### config.mk
export PLATFORM = sky130hd
export DESIGN_NAME = bsc_front_flat
export DESIGN_NICKNAME = d
export VERILOG_FILES = /design/src/hdl/bsc_pkg.sv /design/src/hdl/bsc_req_if.sv /design/src/hdl/bsc_front.sv /design/src/flat_wrapper.sv
export SDC_FILE = /design/constraint.sdc
export NUM_CORES = 1
export LEC_CHECK = 0
export BUFFER_PORTS_ARGS = -buffer_cell sky130_fd_sc_hd__buf_2
export CORE_MARGIN = 4
export CORE_UTILIZATION = 59
export DETAILED_ROUTE_END_ITERATION = 8
export PLACE_DENSITY = 0.83
export SETUP_SLACK_MARGIN = 0.5
export SKIP_LAST_GASP = 1
export SYNTH_ARGS = -nofsm -noshare
export SYNTH_HDL_FRONTEND = slang
export SYNTH_SLANG_ARGS = --single-unit
### constraint.sdc
create_clock -name clock -period 12.2 [get_ports clock]
set_input_delay 1.22 -clock clock [delete_from_list [all_inputs] [get_ports clock]]
set_output_delay 1.22 -clock clock [all_outputs]
set_load 0.05 [all_outputs]
### src/hdl/bsc_pkg.sv
`timescale 1ns / 1ps
package bsc_pkg;
   localparam int DIV_W      = 32;
   localparam int DIV_STAGES = DIV_W;
   localparam int SIDE_W     = 56;
   localparam int CSR_IDX_W  = 3;
   localparam int QUEUE_D    = 2;

   localparam logic [CSR_IDX_W-1:0] REG_AC1_AC2 = 3'd0;
   localparam logic [CSR_IDX_W-1:0] REG_AC3_AC4 = 3'd1;
   localparam logic [CSR_IDX_W-1:0] REG_AC5_AC6 = 3'd2;
   localparam logic [CSR_IDX_W-1:0] REG_B1_B2   = 3'd3;
   localparam logic [CSR_IDX_W-1:0] REG_MC_MD   = 3'd4;
   localparam logic [CSR_IDX_W-1:0] REG_OSS     = 3'd5;

   localparam logic [31:0] B6_OFFSET = 32'd4000;
   localparam logic [31:0] X3_BIAS   = 32'd32768;
   localparam logic [31:0] P_SCALE   = 32'd50000;
   localparam logic [31:0] P_C1      = 32'd3038;
   localparam logic [31:0] P_C2      = 32'hFFFF_E343;
   localparam logic [31:0] P_C3      = 32'd3791;
   localparam logic signed [31:0] T_MIN = -32'sd400;
   localparam logic signed [31:0] T_MAX = 32'sd850;
   localparam logic signed [31:0] P_MAX = 32'sd131071;

   typedef logic [SIDE_W-1:0] side_type;

   typedef struct packed {
      logic [31:0] ac1_ac2;
      logic [31:0] ac3_ac4;
      logic [31:0] ac5_ac6;
      logic [31:0] b1_b2;
      logic [31:0] mc_md;
      logic [1:0]  oss;
   } cfg_type;

   typedef struct packed {
      logic        valid;
      logic [31:0] prod;
      logic [18:0] up;
   } fq_type;

   function automatic logic [31:0] sx16(logic [15:0] v);
      return {{16{v[15]}}, v};
   endfunction

   function automatic logic [31:0] mul32(logic [31:0] a, logic [31:0] b);
      logic [63:0] f;
      f = {32'd0, a} * {32'd0, b};
      return f[31:0];
   endfunction
endpackage

### src/hdl/bsc_req_if.sv
`timescale 1ns / 1ps
interface bsc_req_if;
   logic        valid;
   logic        ready;
   logic [15:0] raw_temp;
   logic [18:0] raw_press;
   modport source (output valid, output raw_temp, output raw_press, input ready);
   modport sink (input valid, input raw_temp, input raw_press, output ready);
endinterface

### src/hdl/bsc_front.sv
`timescale 1ns / 1ps
module bsc_front (
   input  logic            clock,
   input  logic            reset,
   bsc_req_if.sink         req_chan,
   input  bsc_pkg::cfg_type cfg,
   input  logic            pop,
   output bsc_pkg::fq_type head
);
   import bsc_pkg::*;

   logic [31:0] q_prod_ff [QUEUE_D];
   logic [18:0] q_up_ff   [QUEUE_D];
   logic        wr_ptr_ff, wr_ptr_in;
   logic        rd_ptr_ff, rd_ptr_in;
   logic [1:0]  cnt_ff, cnt_in;
   logic        push, pop_ok;
   logic signed [16:0] diff, ac5;
   logic signed [33:0] m34;

   assign req_chan.ready = (cnt_ff != 2'(QUEUE_D));
   assign push   = req_chan.valid && req_chan.ready;
   assign pop_ok = pop && (cnt_ff != 2'd0);

   always_comb begin
      diff = $signed({1'b0, req_chan.raw_temp}) - $signed({1'b0, cfg.ac5_ac6[15:0]});
      ac5  = $signed({1'b0, cfg.ac5_ac6[31:16]});
      m34  = diff * ac5;
      wr_ptr_in = push ? ~wr_ptr_ff : wr_ptr_ff;
      rd_ptr_in = pop_ok ? ~rd_ptr_ff : rd_ptr_ff;
      cnt_in = cnt_ff + 2'(push) - 2'(pop_ok);
   end

   always_ff @(posedge clock) begin
      if (reset) begin
         wr_ptr_ff <= 1'b0;
         rd_ptr_ff <= 1'b0;
         cnt_ff    <= 2'd0;
      end else begin
         wr_ptr_ff <= wr_ptr_in;
         rd_ptr_ff <= rd_ptr_in;
         cnt_ff    <= cnt_in;
      end
   end

   always_ff @(posedge clock) begin
      if (push) begin
         q_prod_ff[wr_ptr_ff] <= m34[31:0];
         q_up_ff[wr_ptr_ff]   <= req_chan.raw_press;
      end
   end

   assign head.valid = (cnt_ff != 2'd0);
   assign head.prod  = q_prod_ff[rd_ptr_ff];
   assign head.up    = q_up_ff[rd_ptr_ff];
endmodule

### src/flat_wrapper.sv
// flat-port wrapper written by rule: the top's interface ports become plain ports
module bsc_front_flat import bsc_pkg::*;
  (clock, reset, cfg, pop, head, req_chan_valid, req_chan_raw_temp, req_chan_raw_press, req_chan_ready);
  bsc_req_if req_chan_i ();
  input  logic clock;
  input  logic reset;
  input  bsc_pkg::cfg_type cfg;
  input  logic pop;
  output bsc_pkg::fq_type head;
  input wire logic [$bits(req_chan_i.valid)-1:0] req_chan_valid;
  input wire logic [$bits(req_chan_i.raw_temp)-1:0] req_chan_raw_temp;
  input wire logic [$bits(req_chan_i.raw_press)-1:0] req_chan_raw_press;
  output wire logic [$bits(req_chan_i.ready)-1:0] req_chan_ready;
  assign req_chan_i.valid = req_chan_valid;
  assign req_chan_i.raw_temp = req_chan_raw_temp;
  assign req_chan_i.raw_press = req_chan_raw_press;
  assign req_chan_ready = req_chan_i.ready;
  bsc_front u_core (.clock(clock), .reset(reset), .req_chan(req_chan_i), .cfg(cfg), .pop(pop), .head(head));
endmodule
Word level (Yosys, flattened, before mapping)
Memories as Yosys holds them, arrays and structs flattened. A register that Yosys moved wholly into a read port is not among the register bits.
Cells that the tools add are included.
{ "word_totals": {"mem_bits_rw": 102, "in_bits": 201, "memories": 2, "out_inout_bits": 53, "reg_bits": 4, "elab_cells": 21} }
{ "classes": {"n_mux": 6, "n_reduce_logical": 3, "bitwise": 2, "n_eq_ne": 1, "n_mul": 1, "n_addsub": 3} }
{ "mem_list": {"columns": ["name", "depth", "word_bits", "rd", "rd_clocked_by_memory_dff", "wr", "line_no", "text"], "rows": [
  ["u_core.q_prod_ff", 2, 32, 1, 1, 1, "bsc_front.sv:12", "logic [31:0] q_prod_ff [QUEUE_D];"],
  ["u_core.q_up_ff", 2, 19, 1, 1, 1, "bsc_front.sv:13", "logic [18:0] q_up_ff [QUEUE_D];"]
]} }
{ "op_table": {"columns": ["cell", "n"], "rows": [
  ["multiplier 17 x 17 -> 32 bit", 1],
  ["subtractor 16 x 16 -> 17 bit", 1],
  ["two-way mux 1 bit", 6],
  ["adder 2 x 1 -> 2 bit", 1],
  ["logical AND 1 bit", 2],
  ["!= test 2 bit (second input constant)", 1],
  ["inverter 1 bit", 2],
  ["nonzero test 2 bit", 1],
  ["subtractor 2 x 1 -> 2 bit", 1]
]} }

Depth between registers and ports, before layout
{ "logic_depth": {"word_depth": 4, "mapped_depth": 34, "depth_no_buf": 34} }

Least setup slack after synthesis
No wires, ideal clock.
{ "synth_path": {"path_kind": "in2reg", "from": "in req_chan_raw_temp[0]", "to": "mem u_core.q_prod_ff[0][31] (data pin)", "n_path_buf": 1, "required_ns": 11.932, "stages": 31, "path_slack_ns": 3.406, "setup_time_ns": 0.268, "arrival_time_ns": 8.526, "path_cell_list": "inv_1 > ha_1 > fa_1 > nor2b_1 > o21a_1 > o21a_1 > o221a_1 > o221ai_2 > a21oi_1 > a21o_1 > a21oi_2 > buf_2 > and2_1 > fa_1 > inv_1 > fa_1 > inv_1 > fa_1 > fa_1 > fa_1 > fa_1 > ha_1 > nand3_1 > or3_4 > o311ai_4 > o211ai_2 > o311ai_2 > a211o_1 > a21oi_2 > xnor2_1 > xnor2_1"} }
{ "synth_via": {"elab_chain_cells": 2} }
{ "synth_rtl": {"columns": ["element", "line_no", "text"], "rows": [
  ["start: declaration", "flat_wrapper.sv:11", "input wire logic [$bits(req_chan_i.raw_temp)-1:0] req_chan_raw_temp;"],
  ["subtractor 16 x 16 -> 17 bit", "bsc_front.sv:26", "diff = $signed({1'b0, req_chan.raw_temp}) - $signed({1'b0, cfg.ac5_ac6[15:0]});"],
  ["multiplier 17 x 17 -> 32 bit", "bsc_front.sv:28", "m34 = diff * ac5;"],
  ["named net u_core.m34[31]", "bsc_front.sv:19", "logic signed [33:0] m34;"],
  ["end: declaration", "bsc_front.sv:12", null]
]} }
The timed path passes the listed nets, and every way through them passes these cells.

Worst setup path after layout
{ "layout_path": {"from": "in req_chan_raw_temp[0]", "to": "mem u_core.q_prod_ff[1][31] (data pin)"} }
The elaborated chain is that of the path after synthesis.

==> results.toml <==
[status]
outcome = "finished clean"

[critical_path]
crit_arrival_ps = 9760
reg2reg_depth = 5
cpMostUsedCell = "fa_1"
slowest_stage = "a21oi_2"
reg2reg_from = "u_core.cnt_ff[0]"
worstSetupEndpointType = "flip-flop"
slowest_delay_ps = 700
start_kind = "primary input"
r2r_end = "u_core.q_prod_ff[0][28]"
reg2reg_slack_ps = 10200
crit_fanout = 22
cp.required_ps = 12340
crit_type = "in2reg"

[synthesis]
yosysWarnings = 0
synthesis.area_mm2 = 0.01496
synth_cell_type_count = 59
async_flop_share = 0
seq_area_frac_synth = 0.2114
synthCells = 1434
synth_seq_cells = 107
synth-main-ff-cell = "edfxtp_1"
synth_area_per_cell_um2 = 10.43
syn-num-nets = 2003
synth-edff-count = 102

[timing]
fin_crit_sh = 0.7887
setup_tns_ps = 0
hold_viol_final = 0
holdWs_ps = 556.0
rsz0062_at_grt = "no"
setup_viol = 0
slew_violations = 0
max_clock_freq_mhz = 103.9
worstMarginPinSlew_ps = 1062
fin_ws_ps = 2577
slew_headroom = 0.2898
layout_min_cycle_time_ps = 9623
fin_skew_ps = 13.02

[placement]
place_inst = 1856
hpwl_um = 25060
numPortBuffers = 123
place.gp.congestion = 0.8925
pre_cts_ws_ps = 2262

[worst_hold_path]
hold_class = "reg2reg"
min_to = "u_core.rd_ptr_ff"
whs_path_depth = 2
min_from = "u_core.rd_ptr_ff"

[detailed_routing]
drc = 0
drt-initial-drc-count = 746
wl_per_cell_um = 16.91
firstDrtPassIters = 5
viasPerCell = 5.376
ant_nets = 0
vias = 10058
routed_wl_um = 31630

[layout]
drive_gt1_frac = 0.1551
finish.net_count = 2106
antenna_cells = 0
mostFrequentLayoutCell = "inv_1"
area_delta_synth_final_pct = 8.330
layout_common_cells = "inv_1 (350), fa_1 (268), nand2_1 (143), buf_2 (123), and2_1 (104)"
final-instance-count-excl-fill = 1871

[grt]
grt_pass1_wl_um = 54280
grt_max_degree = 52
grt.overflow.total = 0
grt_pass1_vias = 11097
antenna_found_initial = 0
grt_usage = 0.2381

[job]
cap_violations = 0

[floorplanning]
design.core.area_mm2 = 0.02504
fp.dieW_um = 167.2
rows = 58
die_h_um = 167.2
die_area_mm2 = 0.02797
floorplan.initialDensity = 0.5976
ios = 254

[clock_network]
clockBufferDepth = 2
clkLatencyLatePin_ps = 340
clk_pin_slew_ps = 80
cts_setup_buffers = 0
holdBufCountCts = 0
cts_tree = "done"
cts_max_level = 3
cts_resized = 0
cts.sinks = 107
root_buffer = "clkbuf_16"
cts_made_buffers = 9
==> synthesized netlist by cell type, types with 3 or more instances <==
library cell | instances | share of area
mux2_2 | 51 | 0.038
nor2_1 | 21 | 0.0053
clkbuf_1 | 35 | 0.0088
and3_1 | 6 | 0.0025
a21o_1 | 13 | 0.0065
a21oi_1 | 25 | 0.0084
a21oi_2 | 3 | 0.0018
buf_2 | 7 | 0.0023
nand3_1 | 7 | 0.0023
or3_1 | 6 | 0.0025
inv_1 | 350 | 0.088
dfxtp_1 | 5 | 0.0067
a211oi_1 | 4 | 0.0020
nor3_1 | 7 | 0.0023
or2_2 | 3 | 0.0013
and2_1 | 104 | 0.043
nor2b_1 | 28 | 0.012
o21ai_0 | 9 | 0.0030
ha_1 | 100 | 0.084
fa_1 | 268 | 0.36
xnor2_1 | 39 | 0.023
and3b_1 | 8 | 0.0047
nand2b_1 | 13 | 0.0054
edfxtp_1 | 102 | 0.20
xor2_1 | 16 | 0.0094
nand2_1 | 143 | 0.036
nand3b_1 | 8 | 0.0040
and2_2 | 6 | 0.0030
o21a_1 | 9 | 0.0045
==> logic make-up (layout without fill, tap and decap cells) <==
logic type	count (synthesis)	count (layout)	synth area share
compound gates	89	89	0.04533
xor+xnor	55	55	0.03220
fa+ha+maj	368	368	0.4423
buf+inv	395	502	0.1002
flops	107	107	0.2114
mux	51	51	0.03839
simple gates	369	369	0.1302
==> metal layers <==
metal  vias up  GRT usage  share of wire
li1       4564          -              -
met1      5058     0.3167           0.41
met2       374     0.4116           0.50
met3        62    0.02550          0.059
met4         0    0.08327          0.035
met5         -          0              0
==> worst max path at each step <==
stage	from	end	cells past startpoint
floorplan	req_chan_raw_temp[0]	u_core.q_prod_ff[0][31]	31
global placement	req_chan_raw_temp[0]	u_core.q_prod_ff[0][31]	31
detailed placement	req_chan_raw_temp[0]	u_core.q_prod_ff[0][31]	31
CTS	req_chan_raw_temp[0]	u_core.q_prod_ff[1][31]	31
global route	req_chan_raw_temp[0]	u_core.q_prod_ff[1][31]	31
finish	req_chan_raw_temp[0]	u_core.q_prod_ff[1][31]	31
==> final cells by class <==
class,count,area [µm²]
inverter,350,1314
sequential,107,3164
clock buffer,9,225.2
clock inverter,6,47.55
multi-input combinational,932,10320
tap,330,412.9
fill,1936,8830
timing repair buffer,137,720.7
==> metrics by stage <==
step                area (µm²)    util
global route             16210  0.6473
finish                   16210  0.6473
global placement         15930  0.6364
detailed placement       15930  0.6364
CTS                      16210  0.6473
floorplan                14960       -
==> critical path, delay by kind of cell <==
family | cells | cell delay [ps]
adder cells (fa/ha/maj) | 9 | 3930
AO/OA/AOI/OAI | 12 | 2660
AND/OR/NAND/NOR | 4 | 980
buffers and inverters | 4 | 540
XOR/XNOR | 2 | 410
==> sequential cells by signal, indices dropped and copies added (netlist names), named ones only <==
| name | count |
|---|---|
| u_core.q_prod_ff | 64 |
| u_core.q_up_ff | 38 |
| u_core.wr_ptr_ff | 1 |
| u_core.rd_ptr_ff | 1 |
| u_core.cnt_ff | 2 |
Power is not shown: default switching activity piles up to over one toggle a cycle in this logic, so the estimate is an artifact.
